**config.mk**
```make
export PLATFORM = sky130hd
export DESIGN_NAME = rsch_ram
export DESIGN_NICKNAME = d
export VERILOG_FILES = /design/src/rtl/rsch_ram.sv
export SDC_FILE = /design/constraint.sdc
export NUM_CORES = 1
export LEC_CHECK = 0
export ABC_AREA = 0
export BUFFER_PORTS_ARGS = -buffer_cell sky130_fd_sc_hd__buf_4
export CAP_MARGIN = 25
export CORE_ASPECT_RATIO = 2
export CORE_UTILIZATION = 40
export DETAILED_ROUTE_END_ITERATION = 8
export PLACE_DENSITY_LB_ADDON = 0.25
export SLEW_MARGIN = 25
export SYNTH_ARGS = -nofsm -noshare
export SYNTH_HDL_FRONTEND = slang
export SYNTH_SLANG_ARGS = --single-unit
```
**constraint.sdc**
```tcl
create_clock -name i_clk -period 1.8 [get_ports i_clk]
set_input_delay 0.18 -clock i_clk [delete_from_list [all_inputs] [get_ports i_clk]]
set_output_delay 0.18 -clock i_clk [all_outputs]
set_load 0.05 [all_outputs]
```
**src/rtl/rsch_ram.sv**
```systemverilog
// Generic single-port-write, single-port-read RAM with registered read data.
module rsch_ram #(
    parameter int WIDTH = 8,
    parameter int DEPTH = 16
) (
    input  logic                     i_clk,
    input  logic                     i_we,
    input  logic [$clog2(DEPTH)-1:0] i_waddr,
    input  logic [WIDTH-1:0]         i_wdata,
    input  logic [$clog2(DEPTH)-1:0] i_raddr,
    output logic [WIDTH-1:0]         o_rdata
);

    logic [WIDTH-1:0] r_mem [DEPTH];
    logic [WIDTH-1:0] r_rdata;

    always_ff @(posedge i_clk) begin
        if (i_we) begin
            r_mem[i_waddr] <= i_wdata;
        end
        r_rdata <= r_mem[i_raddr];
    end

    assign o_rdata = r_rdata;

endmodule

```
==> metrics.csv <==
stage,metric,value,unit
layout,n_antenna_cell,0,
synthesis,synth_cell_type_count,19,
synthesis,synth_seq_area_share,77.8,%
cts,clockBufferDepth,2,
global_route,grt_usage,17.1,%
layout,area_growth,20.8,%
die,die-area,0.0134,mm^2
sta,fin_crit_sh,74.0,%
detailed_routing,wire_per_inst,22.7,um
global_route,grt_max_degree,33,
layout,layout-drive-gt1-share,32.2,%
worst_setup_path,worst-endpoint-arrival,1630,ps
detailed_routing,ant_nets,0,
sta,finClkSkew,3.67,ps
cts,clkTransAtPathRegs,60,ps
die,core_area,0.0126,mm^2
global_route,grt_overflow,0,
detailed_routing,dr.pass1.iters,5,
detailed_routing,routed-via-count,2443,
worst_hold_path,hold_class,in2reg,
die,ioPinCount,26,
synthesis,synth.avg_cell_area,22.5,um^2
placed_design,place_inst,416,
sta,hold_viol_final,0,
global_route,antenna_found_initial,0,
worst_setup_path,rr_worst_depth,3,
job,maxCapViolCount,0,
die,row_count,58,
outcome,status,finished clean,
worst_setup_path,r2r_slack,470,ps
cts,htreeDepth,4,
cts,post-cts-setup-buffers,0,
sta,clock.fmax,751,MHz
worst_hold_path,min_delay_path_depth,1,
cts,cts_resized,0,
die,die_w,82.2,um
sta,slew_headroom,69.2,%
layout,finalNetCount,303,
sta,setup-tns-final,0,ps
pwr,power_per_cell_area,1200,mW/mm^2
die,fp.dieH,162,um
layout,final_cell_mix,"edfxtp_1 (128), buf_4 (46), mux4_2 (18), clkbuf_16 (17), a22oi_1 (16)",
pwr,peakVddDrop,692,uV
worst_setup_path,r2r_start,r_mem[0][1],
die,initial_core_util,41.0,%
cts,cts.sinks,136,
layout,regArea,0.00400,mm^2
sta,rsz0062_at_grt,false,
sta,timing.final.max_slew_violations,0,
layout,multi_input_area,0.00106,mm^2
layout,final_core_util,49.5,%
synthesis,netlist_area,0.00515,mm^2
global_route,grt_pass1_wl,15.2,mm
detailed_routing,via_per_inst,5.45,
worst_setup_path,crit_end,o_rdata[1],
worst_setup_path,reg2reg_to,o_rdata[1],
worst_setup_path,crit_path_start_kind,register,
worst_setup_path,critPathMaxFanout,1,
synthesis,syn_inst,229,
worst_setup_path,cp_data_required_time,2100,ps
placed_design,dp_hpwl,6.88,mm
global_route,grt_pass1_vias,2638,
placed_design,gp_congestion,0.742,
detailed_routing,initialDrtViolationCount,121,
cts,cts_inserted_buffers,17,
cts,cts_tree,built,
worst_setup_path,endpoint_kind,register,
worst_setup_path,path_class,reg2reg,
sta,holdWs,72.4,ps
synthesis,syn_nets,247,
layout,instances_no_fill,448,
sta,min_period,1330,ps
synthesis,synth_seq_cells,136,
layout,layout_commonest_cell,edfxtp_1,
sta,worstMarginPinSlew,462,ps
detailed_routing,wl,10.2,mm
placed_design,buffer_ports.inserted,25,
cts,ctsHoldBuffers,0,
cts,clk_latency,410,ps
sta,setup_viol,0,
cts,cts_root_buf,clkbuf_16,
detailed_routing,drc,0,
synthesis,yosysWarningCount,0,
worst_setup_path,startpoint,r_mem[0][1],
pwr,power.leakage,2.12,nW
layout,fillers,1025,
[flip-flops by register name, summed over array words and instances (netlist names)]
name	cells
o_rdata	8
r_mem	128
[worst min path at each step]
stage	from	end	slack, ps
floorplan	i_wdata[0]	r_mem[0][0]	280
global placement	i_wdata[4]	r_mem[6][4]	490
detailed placement	i_wdata[5]	r_mem[4][5]	500
CTS	i_wdata[2]	r_mem[8][2]	70
global route	i_wdata[2]	r_mem[8][2]	70
finish	i_wdata[3]	r_mem[10][3]	70
[area by class of cell]
cell class / instances / share of cell area [%]
clock buffer: 17 / 6.84
clock inverter: 15 / 2.84
multi-input combinational: 83 / 17.0
sequential: 136 / 64.4
tap: 150 / 3.02
timing repair buffer: 47 / 5.88
[worst max-delay path, cell delays in order (launching register included)]
cell and delay, ps:
edfxtp_1 370, mux4_1 500, a22oi_1 280, nand2_1 80
[metal layers]
| metal | vias up | GRT usage [%] | routed length [um] | share of wire (%) |
|---|---|---|---|---|
| met5 | - | 0 | 0 | 0 |
| met4 | 0 | 7.42 | 160 | 1.6 |
| met3 | 10 | 4.54 | 328 | 3.2 |
| met2 | 60 | 30.8 | 5920 | 58 |
| li1 | 1084 | - | - | - |
| met1 | 1289 | 18.0 | 3780 | 37 |
[cell usage after synthesis]
| library cell | n | area share, % |
|---|---|---|
| edfxtp_1 | 128 | 75 |
| mux4_2 | 18 | 7.9 |
| a22oi_1 | 16 | 2.3 |
| mux4_1 | 14 | 7.1 |
| nor2_1 | 13 | 0.95 |
| nand2_1 | 9 | 0.66 |
| dfxtp_1 | 8 | 3.1 |
| nor3_1 | 4 | 0.39 |
| buf_2 | 3 | 0.29 |
| buf_6 | 3 | 0.66 |
| clkdlybuf4s25_2 | 3 | 0.58 |
| nand2b_1 | 2 | 0.24 |
| nand3b_1 | 2 | 0.29 |
| and2_1 | 1 | 0.12 |
| and2b_1 | 1 | 0.15 |
| buf_4 | 1 | 0.15 |
| nand3_1 | 1 | 0.097 |
| nor2b_1 | 1 | 0.12 |
| or3b_2 | 1 | 0.17 |
[cell families (layout without fill, tap and decap cells)]
family	after synthesis	count (layout)	share of synthesized area [%]
AND/OR/NAND/NOR	35	35	3.18
AO/OA/AOI/OAI	16	16	2.33
flip-flops	136	136	77.8
buffers and inverters	10	79	1.68
multiplexers	32	32	15.0
[through the flow]
stage | cell area (um^2) | power, mW | setup WS (ps)
final | 6220 | 7.45 | 468
after global routing | 6220 | 7.68 | 380
after CTS | 6220 | 7.51 | 463
after detailed placement | 5610 | 4.06 | 204
after global placement | 5610 | 4.05 | 231
after floorplan | 5150 | 3.88 | 127
[report_power, final]
part	switching [mW]	total (mW)	internal, mW
sequential	0.0197	3.56	3.54
combinational	0.254	0.421	0.167
clock	1.29	3.47	2.18
Note: power is estimated with default switching activity, not from simulation.
